`config.mk`:
```
export PLATFORM = sky130hd
export DESIGN_NAME = magnetometer_hard_iron_calibration_flat
export DESIGN_NICKNAME = d
export VERILOG_FILES = /design/src/hw/rtl/hic_pkg.sv /design/src/hw/rtl/hic_sample_if.sv /design/src/hw/rtl/hic_result_if.sv /design/src/hw/rtl/hic_divider.sv /design/src/hw/rtl/hic_datapath.sv /design/src/hw/rtl/hic_controller.sv /design/src/hw/rtl/magnetometer_hard_iron_calibration.sv /design/src/flat_wrapper.sv
export SDC_FILE = /design/constraint.sdc
export NUM_CORES = 1
export LEC_CHECK = 0
export ABC_AREA = 0
export BUFFER_PORTS_ARGS = -buffer_cell sky130_fd_sc_hd__buf_2
export CAP_MARGIN = 20
export CORE_ASPECT_RATIO = 0.6
export CORE_MARGIN = 5
export CORE_UTILIZATION = 36
export CTS_BUF_LIST = sky130_fd_sc_hd__clkbuf_16
export CTS_CLUSTER_SIZE = 20
export DETAILED_ROUTE_END_ITERATION = 8
export GPL_TIMING_DRIVEN = 0
export PLACE_DENSITY = 0.5
export SLEW_MARGIN = 0
export SYNTH_ARGS = -nofsm -noshare
export SYNTH_HDL_FRONTEND = slang
export SYNTH_HIERARCHICAL = 1
export SYNTH_SLANG_ARGS = --single-unit
```
`constraint.sdc`:
```
create_clock -name clk -period 7.61 [get_ports clk]
set_input_delay 0 -clock clk [delete_from_list [all_inputs] [get_ports clk]]
set_output_delay 0 -clock clk [all_outputs]
set_load 0.005 [all_outputs]
```
`src/hw/rtl/hic_pkg.sv`:
```
// ---------------------------------------------------------------------------
// hic_pkg
// Types, constants and helpers of the hard-iron calibration block.
// ---------------------------------------------------------------------------
`default_nettype none

package hic_pkg;

  localparam int unsigned AXES = 3;
  localparam int unsigned DIV_BITS = 24;
  localparam int unsigned DIV_CNT_W = $clog2(DIV_BITS);

  localparam logic [15:0] CAL_SAMPLES_RESET = 16'd2000;
  localparam logic [14:0] RANGE_LIMIT_RESET = 15'd400;
  localparam logic signed [15:0] AXIS_MAX_RESET = -16'sd100;
  localparam logic signed [15:0] AXIS_MIN_RESET = 16'sd100;
  localparam logic [15:0] GAIN_ONE = 16'd256;
  localparam logic [15:0] GAIN_SAT = 16'hFFFF;

  typedef enum logic [0:0] {
    REG_CAL_SAMPLES = 1'b0,
    REG_RANGE_LIMIT = 1'b1
  } hic_reg_t;

  typedef enum logic [2:0] {
    ST_IDLE,
    ST_UPDATE,
    ST_OFFSET,
    ST_DIV_Y,
    ST_WAIT_Y,
    ST_DIV_Z,
    ST_WAIT_Z,
    ST_EMIT
  } hic_state_t;

  typedef struct packed {
    logic in_ready;
    logic update;
    logic offset;
    logic div_start;
    logic div_sel_z;
    logic emit;
  } hic_cmd_t;

  typedef struct packed {
    logic complete;
    logic div_done;
    logic out_free;
  } hic_status_t;

  // Magnitude of a 16-bit two's complement value; -32768 maps to 32768.
  function automatic logic [15:0] abs16(input logic signed [15:0] v);
    logic [15:0] mag;
    mag = v[15] ? 16'(-v) : 16'(v);
    return mag;
  endfunction

endpackage

`default_nettype wire

```
`src/hw/rtl/hic_sample_if.sv`:
```
// ---------------------------------------------------------------------------
// hic_sample_if
// Raw magnetometer sample channel: valid/ready plus three words and request.
// ---------------------------------------------------------------------------
`default_nettype none

interface hic_sample_if;
  logic        valid;
  logic        ready;
  logic [15:0] word_first;
  logic [15:0] word_second;
  logic [15:0] word_third;
  logic        calibrate_request;

  modport source (output valid, word_first, word_second, word_third, calibrate_request,
                  input ready);
  modport sink (input valid, word_first, word_second, word_third, calibrate_request,
                output ready);
endinterface

`default_nettype wire

```
`src/hw/rtl/hic_result_if.sv`:
```
// ---------------------------------------------------------------------------
// hic_result_if
// Corrected sample channel: valid/ready plus corrections, offsets and gains.
// ---------------------------------------------------------------------------
`default_nettype none

interface hic_result_if;
  logic               valid;
  logic               ready;
  logic signed [16:0] corrected_x;
  logic signed [16:0] corrected_y;
  logic signed [16:0] corrected_z;
  logic signed [15:0] offset_x_out;
  logic signed [15:0] offset_y_out;
  logic signed [15:0] offset_z_out;
  logic [15:0]        gain_y_out;
  logic [15:0]        gain_z_out;
  logic               calibration_done;
  logic               calibrating_out;

  modport source (output valid, corrected_x, corrected_y, corrected_z, offset_x_out,
                  offset_y_out, offset_z_out, gain_y_out, gain_z_out,
                  calibration_done, calibrating_out,
                  input ready);
  modport sink (input valid, corrected_x, corrected_y, corrected_z, offset_x_out,
                offset_y_out, offset_z_out, gain_y_out, gain_z_out,
                calibration_done, calibrating_out,
                output ready);
endinterface

`default_nettype wire

```
`src/hw/rtl/hic_divider.sv`:
```
// ---------------------------------------------------------------------------
// hic_divider
// Restoring radix-2 divider, one quotient bit per cycle.
// ---------------------------------------------------------------------------
`default_nettype none

module hic_divider
  import hic_pkg::*;
(
  input  wire logic                clk,
  input  wire logic                rst,
  input  wire logic                start,
  input  wire logic [DIV_BITS-1:0] num,
  input  wire logic [16:0]         den,
  output logic                     done,
  output logic [DIV_BITS-1:0]      quotient
);

  logic                 busy;
  logic [DIV_CNT_W-1:0] cnt;
  logic [16:0]          rem;
  logic [DIV_BITS-1:0]  quo;
  logic [17:0]          trial;
  logic                 fits;

  assign trial = {rem, quo[DIV_BITS-1]};
  assign fits  = trial >= {1'b0, den};

  always_ff @(posedge clk) begin
    if (rst) begin
      busy <= 1'b0;
      done <= 1'b0;
      cnt  <= '0;
    end else begin
      done <= 1'b0;
      if (start) begin
        busy <= 1'b1;
        cnt  <= '0;
      end else if (busy) begin
        cnt <= cnt + 1'b1;
        if (cnt == DIV_CNT_W'(DIV_BITS - 1)) begin
          busy <= 1'b0;
          done <= 1'b1;
        end
      end
    end
  end

  // the remainder stays below the divisor, so 17 bits hold it
  always_ff @(posedge clk) begin
    if (start) begin
      rem <= '0;
      quo <= num;
    end else if (busy) begin
      rem <= fits ? 17'(trial - {1'b0, den}) : trial[16:0];
      quo <= {quo[DIV_BITS-2:0], fits};
    end
  end

  assign quotient = quo;

endmodule

`default_nettype wire

```
`src/hw/rtl/hic_datapath.sv`:
```
// ---------------------------------------------------------------------------
// hic_datapath
// Axis remap, offset correction, min/max tracking, offsets, gains, output.
// ---------------------------------------------------------------------------
`default_nettype none

module hic_datapath
  import hic_pkg::*;
(
  input  wire logic        clk,
  input  wire logic        rst,
  input  wire logic        write_enable,
  input  wire logic [0:0]  write_index,
  input  wire logic [15:0] write_data,
  input  wire hic_cmd_t    cmd,
  output hic_status_t      status,
  hic_sample_if.sink       sample,
  hic_result_if.source     result
);

  // configuration
  logic [15:0] cal_samples;
  logic [14:0] range_limit;

  // captured sample
  logic signed [15:0] ax [AXES];
  logic               req;

  // calibration state
  logic signed [15:0] axis_max [AXES];
  logic signed [15:0] axis_min [AXES];
  logic signed [15:0] offset [AXES];
  logic signed [16:0] span [AXES];
  logic [15:0]        sample_count;
  logic               calibrating;
  logic [15:0]        gain_y;
  logic [15:0]        gain_z;
  logic               done_flag;
  logic signed [16:0] corr [AXES];

  // output register
  logic out_valid;

  logic                cal;
  logic                in_range;
  logic                complete;
  logic [DIV_BITS-1:0] div_num;
  logic [16:0]         div_den;
  logic                div_done;
  logic [DIV_BITS-1:0] div_q;
  logic                gain_sat;
  logic [15:0]         gain_next;

  // (max + min) / 2 truncated toward zero
  function automatic logic signed [15:0] offset_half(input logic signed [15:0] hi,
                                                    input logic signed [15:0] lo);
    logic signed [16:0] sum;
    logic signed [16:0] adj;
    sum = 17'(hi) + 17'(lo);
    adj = sum + {16'd0, sum[16]};
    return adj[16:1];
  endfunction

  always_ff @(posedge clk) begin
    if (rst) begin
      cal_samples <= CAL_SAMPLES_RESET;
      range_limit <= RANGE_LIMIT_RESET;
    end else if (write_enable) begin
      unique case (hic_reg_t'(write_index))
        REG_CAL_SAMPLES: cal_samples <= write_data;
        REG_RANGE_LIMIT: range_limit <= write_data[14:0];
        default: ;
      endcase
    end
  end

  // remap: x is the second word, y the first, z the negated third
  always_ff @(posedge clk) begin
    if (cmd.in_ready && sample.valid) begin
      ax[0] <= sample.word_second;
      ax[1] <= sample.word_first;
      ax[2] <= 16'(-sample.word_third);
      req   <= sample.calibrate_request;
    end
  end

  assign cal      = calibrating | req;
  assign in_range = (abs16(ax[0]) < {1'b0, range_limit})
                 && (abs16(ax[1]) < {1'b0, range_limit})
                 && (abs16(ax[2]) < {1'b0, range_limit});
  assign complete = cal && in_range && (sample_count == cal_samples);

  always_ff @(posedge clk) begin
    if (rst) begin
      for (int i = 0; i < AXES; i++) begin
        axis_max[i] <= AXIS_MAX_RESET;
        axis_min[i] <= AXIS_MIN_RESET;
        offset[i]   <= '0;
      end
      sample_count <= '0;
      calibrating  <= 1'b0;
      done_flag    <= 1'b0;
    end else begin
      if (cmd.update) begin
        if (cal && in_range) begin
          for (int i = 0; i < AXES; i++) begin
            if (ax[i] > axis_max[i]) axis_max[i] <= ax[i];
            if (ax[i] < axis_min[i]) axis_min[i] <= ax[i];
          end
        end
        if (cal) sample_count <= complete ? 16'd1 : 16'(sample_count + 1'b1);
        calibrating <= cal && !complete;
        done_flag   <= complete;
      end
      if (cmd.offset) begin
        for (int i = 0; i < AXES; i++) begin
          offset[i] <= offset_half(axis_max[i], axis_min[i]);
        end
      end
    end
  end

  always_ff @(posedge clk) begin
    if (cmd.update) begin
      for (int i = 0; i < AXES; i++) begin
        corr[i] <= 17'(ax[i]) - 17'(offset[i]);
      end
    end
    if (cmd.offset) begin
      for (int i = 0; i < AXES; i++) begin
        span[i] <= 17'(axis_max[i]) - 17'(axis_min[i]);
      end
    end
  end

  // gains: span_x * 256 / span_other, shared serial divider
  assign div_num = {span[0][15:0], 8'd0};
  assign div_den = cmd.div_sel_z ? span[2] : span[1];

  hic_divider u_divider (
    .clk      (clk),
    .rst      (rst),
    .start    (cmd.div_start),
    .num      (div_num),
    .den      (div_den),
    .done     (div_done),
    .quotient (div_q)
  );

  assign gain_sat  = span[0][16] || div_den[16] || (div_den == '0)
                  || (div_q[DIV_BITS-1:16] != '0);
  assign gain_next = gain_sat ? GAIN_SAT : div_q[15:0];

  always_ff @(posedge clk) begin
    if (rst) begin
      gain_y <= GAIN_ONE;
      gain_z <= GAIN_ONE;
    end else if (div_done) begin
      if (cmd.div_sel_z) gain_z <= gain_next;
      else gain_y <= gain_next;
    end
  end

  always_ff @(posedge clk) begin
    if (rst) begin
      out_valid <= 1'b0;
    end else if (cmd.emit) begin
      out_valid <= 1'b1;
    end else if (result.ready) begin
      out_valid <= 1'b0;
    end
  end

  always_ff @(posedge clk) begin
    if (cmd.emit) begin
      result.corrected_x      <= corr[0];
      result.corrected_y      <= corr[1];
      result.corrected_z      <= corr[2];
      result.offset_x_out     <= offset[0];
      result.offset_y_out     <= offset[1];
      result.offset_z_out     <= offset[2];
      result.gain_y_out       <= gain_y;
      result.gain_z_out       <= gain_z;
      result.calibration_done <= done_flag;
      result.calibrating_out  <= calibrating;
    end
  end

  assign result.valid    = out_valid;
  assign sample.ready    = cmd.in_ready;
  assign status.complete = complete;
  assign status.div_done = div_done;
  assign status.out_free = !out_valid || result.ready;

endmodule

`default_nettype wire

```
`src/hw/rtl/hic_controller.sv`:
```
// ---------------------------------------------------------------------------
// hic_controller
// Sequencer of the calibration datapath: update, offsets, gains, emit.
// ---------------------------------------------------------------------------
`default_nettype none

module hic_controller
  import hic_pkg::*;
(
  input  wire logic        clk,
  input  wire logic        rst,
  input  wire logic        in_valid,
  input  wire hic_status_t status,
  output hic_cmd_t         cmd
);

  hic_state_t state;
  hic_state_t state_next;

  always_ff @(posedge clk) begin
    if (rst) begin
      state <= ST_IDLE;
    end else begin
      state <= state_next;
    end
  end

  always_comb begin
    state_next = state;
    unique case (state)
      ST_IDLE:   if (in_valid) state_next = ST_UPDATE;
      ST_UPDATE: state_next = status.complete ? ST_OFFSET : ST_EMIT;
      ST_OFFSET: state_next = ST_DIV_Y;
      ST_DIV_Y:  state_next = ST_WAIT_Y;
      ST_WAIT_Y: if (status.div_done) state_next = ST_DIV_Z;
      ST_DIV_Z:  state_next = ST_WAIT_Z;
      ST_WAIT_Z: if (status.div_done) state_next = ST_EMIT;
      ST_EMIT:   if (status.out_free) state_next = ST_IDLE;
      default:   state_next = ST_IDLE;
    endcase
  end

  always_comb begin
    cmd = '0;
    unique case (state)
      ST_IDLE:   cmd.in_ready = 1'b1;
      ST_UPDATE: cmd.update = 1'b1;
      ST_OFFSET: cmd.offset = 1'b1;
      ST_DIV_Y:  cmd.div_start = 1'b1;
      ST_WAIT_Y: ;
      ST_DIV_Z: begin
        cmd.div_start = 1'b1;
        cmd.div_sel_z = 1'b1;
      end
      ST_WAIT_Z: cmd.div_sel_z = 1'b1;
      ST_EMIT:   cmd.emit = status.out_free;
      default: ;
    endcase
  end

endmodule

`default_nettype wire

```
`src/hw/rtl/magnetometer_hard_iron_calibration.sv`:
```
// ---------------------------------------------------------------------------
// magnetometer_hard_iron_calibration
// Min/max hard-iron calibration of a three-axis magnetometer stream.
// ---------------------------------------------------------------------------
// Usage:
//   sample  : raw samples in (three words and a calibrate
//             request); a transaction completes when valid and ready are high.
//   result  : one transaction per sample: axes minus the offsets held before
//             the sample, offsets and Q8.8 gains after it, done and active flags.
//   write_* : configuration writes (index 0 sample count, index 1 range limit),
//             taken only while no sample is in flight: a rule on the user, not enforced by the block.
// Sequence: the result is registered in the emit state after the update state;
//   for a sample that completes a run the offset state and two 24-step passes
//   of the one shared serial divider that forms the gains come before emit.
// Flow: the controller handles one sample at a time through update and emit;
//   no new sample is accepted until the previous one has been emitted.
// Reset (rst, synchronous): registers to their defaults, min/max to +-100,
//   offsets zero, gains one, no calibration in progress, output empty.
// Stall: a finished result waits in the output register; the next sample is
//   still accepted and processed, then held until the register frees.
// ---------------------------------------------------------------------------
`default_nettype none

module magnetometer_hard_iron_calibration
  import hic_pkg::*;
(
  input  wire logic        clk,
  input  wire logic        rst,
  input  wire logic        write_enable,
  input  wire logic [0:0]  write_index,
  input  wire logic [15:0] write_data,
  hic_sample_if.sink       sample,
  hic_result_if.source     result
);

  hic_cmd_t    cmd;
  hic_status_t status;

  // sequence each sample: capture, update, optional offsets and gains, emit
  hic_controller u_controller (
    .clk      (clk),
    .rst      (rst),
    .in_valid (sample.valid),
    .status   (status),
    .cmd      (cmd)
  );

  // hold configuration, calibration state and the output register
  hic_datapath u_datapath (
    .clk          (clk),
    .rst          (rst),
    .write_enable (write_enable),
    .write_index  (write_index),
    .write_data   (write_data),
    .cmd          (cmd),
    .status       (status),
    .sample       (sample),
    .result       (result)
  );

endmodule

`default_nettype wire

```
`src/flat_wrapper.sv`:
```
// flat-port wrapper written by rule: the top's interface ports become plain ports
module magnetometer_hard_iron_calibration_flat import hic_pkg::*;
  (clk, rst, write_enable, write_index, write_data, sample_valid, sample_word_first, sample_word_second, sample_word_third, sample_calibrate_request, sample_ready, result_valid, result_corrected_x, result_corrected_y, result_corrected_z, result_offset_x_out, result_offset_y_out, result_offset_z_out, result_gain_y_out, result_gain_z_out, result_calibration_done, result_calibrating_out, result_ready);
  hic_sample_if sample_i ();
  hic_result_if result_i ();
  input  wire logic clk;
  input  wire logic rst;
  input  wire logic write_enable;
  input  wire logic [0:0] write_index;
  input  wire logic [15:0] write_data;
  input wire logic [$bits(sample_i.valid)-1:0] sample_valid;
  input wire logic [$bits(sample_i.word_first)-1:0] sample_word_first;
  input wire logic [$bits(sample_i.word_second)-1:0] sample_word_second;
  input wire logic [$bits(sample_i.word_third)-1:0] sample_word_third;
  input wire logic [$bits(sample_i.calibrate_request)-1:0] sample_calibrate_request;
  output wire logic [$bits(sample_i.ready)-1:0] sample_ready;
  output wire logic [$bits(result_i.valid)-1:0] result_valid;
  output wire logic [$bits(result_i.corrected_x)-1:0] result_corrected_x;
  output wire logic [$bits(result_i.corrected_y)-1:0] result_corrected_y;
  output wire logic [$bits(result_i.corrected_z)-1:0] result_corrected_z;
  output wire logic [$bits(result_i.offset_x_out)-1:0] result_offset_x_out;
  output wire logic [$bits(result_i.offset_y_out)-1:0] result_offset_y_out;
  output wire logic [$bits(result_i.offset_z_out)-1:0] result_offset_z_out;
  output wire logic [$bits(result_i.gain_y_out)-1:0] result_gain_y_out;
  output wire logic [$bits(result_i.gain_z_out)-1:0] result_gain_z_out;
  output wire logic [$bits(result_i.calibration_done)-1:0] result_calibration_done;
  output wire logic [$bits(result_i.calibrating_out)-1:0] result_calibrating_out;
  input wire logic [$bits(result_i.ready)-1:0] result_ready;
  assign sample_i.valid = sample_valid;
  assign sample_i.word_first = sample_word_first;
  assign sample_i.word_second = sample_word_second;
  assign sample_i.word_third = sample_word_third;
  assign sample_i.calibrate_request = sample_calibrate_request;
  assign sample_ready = sample_i.ready;
  assign result_valid = result_i.valid;
  assign result_corrected_x = result_i.corrected_x;
  assign result_corrected_y = result_i.corrected_y;
  assign result_corrected_z = result_i.corrected_z;
  assign result_offset_x_out = result_i.offset_x_out;
  assign result_offset_y_out = result_i.offset_y_out;
  assign result_offset_z_out = result_i.offset_z_out;
  assign result_gain_y_out = result_i.gain_y_out;
  assign result_gain_z_out = result_i.gain_z_out;
  assign result_calibration_done = result_i.calibration_done;
  assign result_calibrating_out = result_i.calibrating_out;
  assign result_i.ready = result_ready;
  magnetometer_hard_iron_calibration u_core (.clk(clk), .rst(rst), .write_enable(write_enable), .write_index(write_index), .write_data(write_data), .sample(sample_i), .result(result_i));
endmodule
```
==> After elaboration in Yosys (flattened, before gate mapping) <==
Memories as Yosys holds them, arrays and structs flattened. A register that Yosys moved wholly into a read port is not among the register bits.
Cells that the tools add are included.
{ "totals": {"regBits": 216, "ram_bits": 294, "in_bits": 71, "out_inout_bits": 135, "elab_cells": 187, "mem_count": 6} }
{ "memory_table": {"columns": ["name", "words", "width", "rd", "rd_ports_with_merged_regs", "wr", "line", "rtl"], "rows": [
  ["u_core.u_datapath.corr", 3, 17, 3, 3, 3, "hic_datapath.sv:39", "logic signed [16:0] corr [AXES];"],
  ["u_core.u_datapath.span", 3, 17, 3, 0, 3, "hic_datapath.sv:33", "logic signed [16:0] span [AXES];"],
  ["u_core.u_datapath.ax", 3, 16, 3, 0, 3, "hic_datapath.sv:26", "logic signed [15:0] ax [AXES];"],
  ["u_core.u_datapath.axis_max", 3, 16, 3, 0, 3, "hic_datapath.sv:30", "logic signed [15:0] axis_max [AXES];"],
  ["u_core.u_datapath.axis_min", 3, 16, 3, 0, 3, "hic_datapath.sv:31", "logic signed [15:0] axis_min [AXES];"],
  ["u_core.u_datapath.offset", 3, 16, 3, 0, 3, "hic_datapath.sv:32", "logic signed [15:0] offset [AXES];"]
]} }
{ "op_classes": {"add_sub_neg": 19, "magnitude_cmp": 10, "eq_ne": 13, "mux": 76, "bitwise_logic": 13, "n_reduce_logical": 27} }
{ "op_table": {"columns": ["operator", "count"], "rows": [
  ["$mux W16", 14],
  ["$sub A16 B16 Y17", 6],
  ["$neg A16 Y16", 4],
  ["$mux W1", 52],
  ["$add A16 B16 Y17", 3],
  ["$add A17 B1 Y17", 3],
  ["$gt A16 B16 Y1", 3],
  ["$lt A16 B15 Y1", 3],
  ["$lt A16 B16 Y1", 3],
  ["$mux W24", 2],
  ["$mux W17", 2],
  ["$pmux W3 S8", 1],
  ["$ge A18 B17 Y1", 1],
  ["$logic_not A17 Y1", 1],
  ["$sub A17 B17 Y17", 1],
  ["$add A16 B1 Y16 const B", 1],
  ["$eq A16 B16 Y1", 1],
  ["$mux W3", 5],
  ["$eq A3 B3 Y1 const B", 4],
  ["$or A1 B1 Y1", 10],
  ["$reduce_and A2 Y1", 5],
  ["$ne A2 B2 Y1 const B", 4],
  ["$reduce_bool A8 Y1", 1],
  ["$eq A3 B2 Y1 const B", 2],
  ["other kinds (12)", 26]
]} }

==> Longest topological paths before layout <==
Gate-level depths: netlist (run 1).
An unclocked memory read counts as a cell.
{ "depth": {"depth_word": 12, "ltp_mapped": 20, "mapped_depth_nobuf": 19} }

==> Cells and area by module <==
Netlist (run 1), hierarchy kept.
{ "modules_own_cells": {"columns": ["mod", "n_inst", "cells_per_inst", "area_each_um2", "seq_area_each_um2"], "rows": [
  ["hic_datapath", 1, 2724, 29514.6, 14493.9],
  ["hic_divider", 1, 298, 2870.3, 1201.2],
  ["hic_controller", 1, 37, 302.8, 60.1]
]} }

==> Least setup slack after synthesis (run 1) <==
OpenSTA, ideal clock, no wires.
{ "synth_path": {"path_type": "register -> register", "start": "register u_core.u_controller.state[0]", "end": "memory u_core.u_datapath.axis_max[1][0], in the netlist u_core/u_datapath/axis_max[0][16] (enable)", "setup_time_ns": 0.436, "arrival_time_ns": 5.336, "required_time_ns": 7.174, "path_slack_ns": 1.838, "stages_incl_launch_ff": 6, "path_buffers": 0, "synth_period_minus_slack_ns": 5.772, "cell_sequence": "dfxtp_1 -> ha_1 -> nor2b_1 -> o21a_1 -> nand2_1 -> o41ai_1"} }
{ "synth_rtl": {"columns": ["element", "line", "rtl"], "rows": [
  ["start: declaration", "hic_controller.sv:17", "hic_state_t state;"],
  ["start signal: assignment", "hic_controller.sv:24", "state <= state_next;"],
  ["end: declaration", "hic_datapath.sv:30", null]
]} }

==> results of run 1 <==
==> state kept, by name, indices dropped and copies added (netlist names), 24 cells and up <==
| signal | flops |
|---|---|
| u_core/u_datapath/corr | 51 |
| u_core/u_datapath/axis_min | 48 |
| u_core/u_datapath/ax | 48 |
| u_core/u_datapath/axis_max | 48 |
| u_core/u_datapath/u_divider/quotient | 24 |
| u_core/u_datapath/offset | 48 |
| u_core/u_datapath/span | 51 |
==> worst register-to-register path, delay by kind of cell (launching register included) <==
kind / cells / cell delay [ns]
AOI/OAI and AO/OA: 6 / 1.64
adders and majority gates: 3 / 1.04
DFF: 1 / 0.48
muxes: 1 / 0.23
and+or+nand+nor: 8 / 2.21
==> cell type report <==
class,count,area (sq um)
Multi-Input combinational cell,2140,15600
Antenna cell,1,2.50
Inverter,257,965
Buffer,108,467
Sequential cell,561,15800
Fill cell,8654,51300
Clock buffer,62,1550
Timing Repair Buffer,315,2250
Clock inverter,46,463
Tap cell,1218,1520
==> placed cells by master (no fill, tap or decap), types with 11 or more instances in the layout <==
master	Yosys	final
xnor2_1	155	155
or2_2	43	43
ha_1	309	309
and3_1	19	18
nor4_1	32	32
nand2_1	189	189
a21oi_1	166	166
nor2_1	224	224
dfxtp_1	109	109
or3_1	29	29
a211oi_1	51	51
o211ai_1	21	21
dlygate4sd3_1	0	96
nor2b_1	49	47
xor2_1	86	86
o31ai_1	23	22
nor3b_1	43	43
or4_1	16	16
nand4_1	29	29
o21a_1	30	30
clkbuf_16	0	62
mux2_2	42	42
o21ai_0	94	92
buf_2	9	215
inv_1	257	268
a21o_1	70	70
buf_4	8	11
nand3_1	52	52
a31oi_1	12	12
a2111oi_0	11	11
edfxtp_1	452	452
clkbuf_1	82	80
nand2b_1	49	49
nor3_1	97	97
==> what timing repair did <==
item                      in CTS  in global routing
hold endpoints to repair     104                  0
buffers inserted               0                  0
hold buffers                  96                  0
==> through the flow <==
step	power (uW)	cells	setup TNS, ns	hold slack (ns)
4_1_cts	10900	4706	0	0.00266
6_report	10900	4708	0	0.0567
3_3_place_gp	7750	4489	-125.15	0.179
5_1_grt	11500	4707	0	0.0447
2_1_floorplan	6620	3066	0	0.0724
3_5_place_dp	7790	4502	0	0.179
==> power by group <==
group,total (uW),leakage [uW],internal (uW),switching (uW)
logic,3330,0.00903,1360,1970
clock network,3040,0.00102,1750,1290
registers,4490,0.00504,4020,473
total,10900,0.0151,7130,3730
==> worst min path at each step <==
| stage | to | slack (ns) | cells past startpoint |
|---|---|---|---|
| floorplan | u_core/u_datapath/u_divider/busy$_SDFF_PP0_ | 0.07 | 1 |
| global placement | u_core/u_datapath/ax[0][29]$_DFFE_PP_ | 0.18 | 1 |
| detailed placement | u_core/u_datapath/ax[0][25]$_DFFE_PP_ | 0.18 | 1 |
| CTS | u_core/u_datapath/ax[0][5]$_DFFE_PP_ | 0.003 | 2 |
| global route | u_core/u_datapath/ax[0][7]$_DFFE_PP_ | 0.04 | 2 |
| finish | u_core/u_datapath/ax[0][3]$_DFFE_PP_ | 0.06 | 2 |
==> logic make-up (layout without fill, tap and decap cells) <==
kind of cell / Yosys count / after routing / synth area share (%)
fa+ha+maj: 319 / 319 / 12.4
xor+xnor: 241 / 241 / 6.46
simple gates: 936 / 936 / 14.8
flops: 561 / 561 / 48.2
buf+inv: 365 / 788 / 4.37
compound gates: 587 / 587 / 12.0
mux: 49 / 49 / 1.66
other cells: 1 / 9 / 0.0115
==> per-layer routing <==
layer / wire, microns / GRT usage [%]
met5: 0 / 0
met4: 1760 / 3.91
met3: 7850 / 4.19
met2: 35300 / 25.1
met1: 51900 / 32.9
==> summary.txt, run 1 <==
Floorplan
  – Die X: 399 microns
  – Die height: 243 microns
  – Initial core utilization: 36.4%
  – Number of cell rows: 85
  – Core footprint: 89900 sq um
  – Io pins: 206
  – DIE AREA: 97100 sq um

Synth
  – Fraction of synthesized cell area taken by the top area cell type: 41.5%
  – Warnings from Yosys: 6
  – Yosys reg bits: 561
  – Area leader, netlist: edfxtp_1
  – FFs w/ async S/R, synth: 0%
  – Netlist Area Pre-Place: 32700 sq um
  – Sequential share of the synthesized area: 48.2%
  – Post-Syn Instances: 3059
  – Post-Syn Area per Cell: 10.7 sq um
  – Most common flop cell mapped by yosys: edfxtp_1
  – Synth area leaders: edfxtp_1 42%, ha_1 12%, dfxtp_1 6.7%, xnor2_1 4.2%, inv_1 3.0%
  – Count leader, synth: edfxtp_1
  – EDFF count, synth: 452
  – Unique cell type count in the Yosys netlist: 98
  – Commonest cells in the netlist: 452 x edfxtp_1, 309 x ha_1, 257 x inv_1, 224 x nor2_1, 189 x nand2_1

Finish
  – Layout net count: 3831
  – Syn-to-layout area delta: 18.0%
  – Final core occ: 42.9%
  – Ratio of cells with drive above 1 in the final layout: 13.4%
  – Post-route cell area: 38600 sq um

Hold path
  – Worst Hold Launch: sample_word_second[3]
  – Worst hold path type: primary input to register

Drt
  – DRC viols: 0
  – Post-DR wirelength/cell: 20.6 microns
  – Vias per cell: 5.12
  – First-pass DRT Iterations: 5
  – DRT iter0 DRCs: 1933
  – Post-route ant nets: 0
  – DRT Wirelength: 96.9 mm
  – Via count: 24.1k

Setup path
  – CP top delay family: simple AND/OR/NAND/NOR gates
  – Critical path depth in cells: 18
  – RR Startpoint: u_core/u_datapath/axis_min[0][16]$_SDFFCE_PN0P_
  – R2r setup slk: 1.84 ns
  – Crit path from: u_core/u_datapath/axis_min[0][16]$_SDFFCE_PN0P_
  – CP required: 8.09 ns
  – CP endpoint kind: register
  – Worst-path cell chain: ha_1, fa_1, nor2b_1, o211ai_1, a31oi_1, a221o_1, a21oi_1, nor2_1, o21a_1, nor2_1, ha_1, or4bb_1, o211ai_1, nand4bb_1, or3_1, or4_1, nor3_1, mux2i_1
  – Worst endpoint data arrival time: 6.25 ns
  – Worst-case reg-to-reg path depth: 18
  – Critical path class: register to register
  – CP endpoint: u_core/u_datapath/offset[0][31]$_SDFFCE_PN0P_
  – CP Max Fanout: 5
  – RR Endpoint: u_core/u_datapath/offset[0][31]$_SDFFCE_PN0P_
  – Worst setup SP type: register
  – Crit path buffers/inverters: 0
  – Slowest-stage cell, CP: or4bb_1
  – Slowest stage delay, CP: 0.49 ns

Clock network
  – Clock Latency Late Sink: 0.66 ns
  – CTS tree: built
  – CTS resizes: 0
  – Root Driver: clkbuf_16
  – H-tree Lvls: 2
  – Clock sinks: 561
  – Clock buffer depth: 3
  – Clock Pin Slew Worst Setup and Hold Paths: 0.06 ns
  – Total CTS buffers: 58

Timing
  – RSZ-0062 raised after global routing: false
  – Worst Slack Setup Final: 1.84 ns
  – Fin crit share: 75.8%
  – Rel. slew slack: 27.8%
  – Hold Violations, Final: 0
  – Fmax achieved: 173 MHz
  – Worst Tran Pin Value: 1.08 ns
  – Slew Limit Fails: 0
  – Post-layout min period: 5.77 ns
  – Setup violators final: 0
  – Worst clock skew: 0.0322 ns

Global route
  – Largest net degree at the start of global routing: 63
  – First-pass GRT wire length: 145 mm
  – Vias in the first global route: 22.7k
  – Antenna violations before repair: 2
  – Grt ovf: 0
  – Total track usage: 19.7%

Run
  – Max-cap viol count: 0

Place
  – IO Port Bufs: 205
  – Placed cell areas: 35600 sq um
  – RD Place Congestion: 0.867
  – DP HPWL: 75.3 mm
  – Pre-CTS WS: 1.87 ns

Status
  – Status: finished clean

Power and ir drop
  – PD cells: 282 nW/um^2
  – Cell leakage power: 0.0151 uW
  – Max VDD drop: 169 uV
Power figures use the tool's default switching activity.
==> run 2: changes to the inputs <==
--- a/config.mk
+++ b/config.mk
@@ -15,7 +15,7 @@
 export CTS_CLUSTER_SIZE = 20
 export DETAILED_ROUTE_END_ITERATION = 8
 export GPL_TIMING_DRIVEN = 0
-export PLACE_DENSITY = 0.5
+export PLACE_DENSITY = 0.52
 export SLEW_MARGIN = 0
 export SYNTH_ARGS = -nofsm -noshare
 export SYNTH_HDL_FRONTEND = slang
==> constraint.sdc (replaced) <==
create_clock -name clk -period 5.2 [get_ports clk]
set_input_delay 0 -clock clk [delete_from_list [all_inputs] [get_ports clk]]
set_output_delay 0 -clock clk [all_outputs]
set_load 0.005 [all_outputs]
==> summary.txt, run 2 (same netlist as run 1, synthesis figures left out) <==
Status
  – Status: finished, violations left
  – Failing checks: negative setup slack

Power and ir drop
  – PD cells: 406 nW/um^2 (+44%)
  – Sw Share: 34.1% (-0.21 points)
  – Clock Power Share: 27.7% (-0.3 points)
  – Seq pwr share: 41.5% (+0.2 points)
  – Power Internal: 10400 uW (+45%)
  – Net load switching power: 5370 uW (+44%)
  – Combinational power share: 30.8% (about the same)
  – Max VDD drop: 232 uV (+38%)
  – Cell leakage power: 0.0151 uW (+0.16%)
  – Total power: 15700 uW (+45%)

Timing
  – Rel. slew slack: 29.1% (+1.2 points)
  – Fin crit share: 100% (+24 points)
  – Fmax achieved: 192 MHz (+11%)
  – Hold Violations, Final: 0 (unchanged)
  – Setup violators final: 1 (+1)
  – Worst Slack Setup Final: -0.0113 ns (-1.85 ns)
  – Min Hold Slack: 0.0732 ns (+0.0165 ns)
  – Worst Tran Pin Value: 1.06 ns (-0.0193 ns)
  – RSZ-0062 raised after global routing: true
  – Post-layout min period: 5.21 ns (-0.559 ns)
  – Worst clock skew: 0.0239 ns (-0.00825 ns)
  – Slew Limit Fails: 0 (unchanged)

Finish
  – Ratio of cells with drive above 1 in the final layout: 14.3% (+0.86 points)
  – Most frequent cells in the layout: 452 x edfxtp_1, 307 x ha_1, 262 x inv_1, 224 x nor2_1, 215 x buf_2
  – Biggest regs: u_core/u_datapath/corr: 51 flops, u_core/u_datapath/span: 51 flops
  – Syn-to-layout area delta: 18.5%
  – Commonest non-fill, non-tap cell in the layout: edfxtp_1
  – Number of diodes: 0 (-1)
  – Layout net count: 3843 (+0.31%)

Floorplan
  – DIE AREA: 97100 sq um (unchanged)
  – Core footprint: 89900 sq um (unchanged)
  – Number of cell rows: 85 (unchanged)
  – Io pins: 206 (unchanged)
  – Die height: 243 microns (unchanged)
  – Die X: 399 microns (unchanged)
  – Initial core utilization: 36.4% (unchanged)

Drt
  – DRC viols: 0 (unchanged)
  – Post-DR wirelength/cell: 20.1 microns (-2.3%)
  – Post-route ant nets: 0 (unchanged)
  – Vias per cell: 5.10 (-0.38%)
  – DRT iter0 DRCs: 1914 (-0.98%)
  – Via count: 24.1k (-0.10%)
  – First-pass DRT Iterations: 5 (unchanged)
  – DRT Wirelength: 94.9 mm (-2.0%)

Setup path
  – Crit path buffers/inverters: 0 (unchanged)
  – CP top delay family: simple AND/OR/NAND/NOR gates
  – Worst endpoint data arrival time: 5.69 ns (-0.56 ns)
  – CP endpoint kind: register
  – Slowest-stage cell, CP: or4bb_1
  – Slowest stage delay, CP: 0.47 ns (-0.02 ns)
  – Worst setup SP type: register
  – CP Max Fanout: 5 (unchanged)
  – Critical path class: register to register
  – CP required: 5.67 ns (-2.42 ns)
  – Worst-path cell chain: ha_2, fa_2, nor2b_1, o211ai_1, a31oi_2, a221o_1, a21oi_2, nor2_1, o21a_1, nor2_1, ha_2, or4bb_1, o211ai_1, nand4bb_1, or3_4, or4_1, nor3_2, mux2i_1

Global route
  – Grt ovf: 0 (unchanged)
  – Vias in the first global route: 22.9k (+0.67%)
  – Total track usage: 19.4% (-0.28 points)
  – Antenna violations before repair: 3 (+1)
  – Largest net degree at the start of global routing: 54 (-14%)
  – First-pass GRT wire length: 145 mm (-0.56%)

Run
  – Max-cap viol count: 0 (unchanged)

Clock network
  – Total CTS buffers: 58 (unchanged)
  – Clock sinks: 561 (unchanged)
  – Root Driver: clkbuf_16
  – Clock Latency Late Sink: 0.65 ns (about the same)
  – Clock Pin Slew Worst Setup and Hold Paths: 0.07 ns (about the same)
  – Clock buffer depth: 3 (unchanged)
  – H-tree Lvls: 2 (unchanged)
  – CTS tree: built

Place
  – Pre-CTS WS: -0.549 ns (-2.42 ns)
  – IO Port Bufs: 205 (unchanged)
  – DP HPWL: 73.5 mm (-2.4%)
  – RD Place Congestion: 0.863 (-0.47%)

Hold path
  – Worst hold path type: primary input to register
-- run 2: changes by cell type in the layout (fill, tap and decap cells not counted), sizes merged --
cell	delta
buf	+17
clkinv	+7
inv	-7
clkinvlp	+5
dlygate4sd3	-4
clkbuf	-3
bufinv	-1
diode	-1
-- run 2: final timing paths --
kind / from / endpoint / slack [ns] / cells after the start
worst min-delay path: sample_word_first[15] / u_core/u_datapath/ax[0][31]$_DFFE_PP_ / 0.07 / 2
worst max register to register: u_core/u_datapath/axis_min[0][16]$_SDFFCE_PN0P_ / u_core/u_datapath/offset[0][31]$_SDFFCE_PN0P_ / -0.01 / 18
worst min register to register: u_core/u_datapath/corr[0][11]$_DFFE_PP_ / u_core/u_datapath/result.corrected_x[11]$_DFFE_PP_ / 0.42 / 0
worst max-delay path: u_core/u_datapath/axis_min[0][16]$_SDFFCE_PN0P_ / u_core/u_datapath/offset[0][31]$_SDFFCE_PN0P_ / -0.01 / 18
-- run 2: timing repair --
item	4_1_cts	5_1_grt
setup endpoints to repair	19	80
hold buffers	92	0
buffers inserted	3	15
pin swaps	4	6
gates resized for setup	8	7
endpoints found under the hold margin	104	0
-- run 2: final cells by class --
cell class	instances	area, sq um
Timing Repair Buffer	328	2380
Clock inverter	50	477
Buffer	107	463
Sequential cell	561	15800
Fill cell	8618	51100
Tap cell	1218	1520
Inverter	257	968
Clock buffer	60	1500
Multi-Input combinational cell	2140	15700
-- run 2: power by group through the flow --
| stage | combinational [uW] | clock, uW | sequential [uW] |
|---|---|---|---|
| floorplan | 3390 | 0 | 6290 |
| global placement | 4520 | 0 | 6700 |
| finish | 4840 | 4350 | 6530 |
| global route | 5440 | 4680 | 6600 |
| CTS | 4750 | 4500 | 6560 |
| detailed placement | 4660 | 0 | 6660 |
-- run 2: per-layer routing --
metal  track usage, %  vias up  part of all wire, %
met3             4.24       84                  7.6
met2             26.0      628                   38
met1             31.6    11496                   53
met4             3.21        0                  1.3
met5                0        -                    0
li1                 -    11858                    -
-- run 2: metrics by stage --
stage          instances  setup TNS (ns)  area [sq um]  util (%)
4_1_cts             4704         -0.0922         38500      42.9
3_3_place_gp        4489         -425.44         35300      39.3
6_report            4721         -0.0113         38700      43.1
5_1_grt             4721          -0.308         38700      43.1
2_1_floorplan       3066               0         32700         -
3_5_place_dp        4500           -2.37         35600      39.6
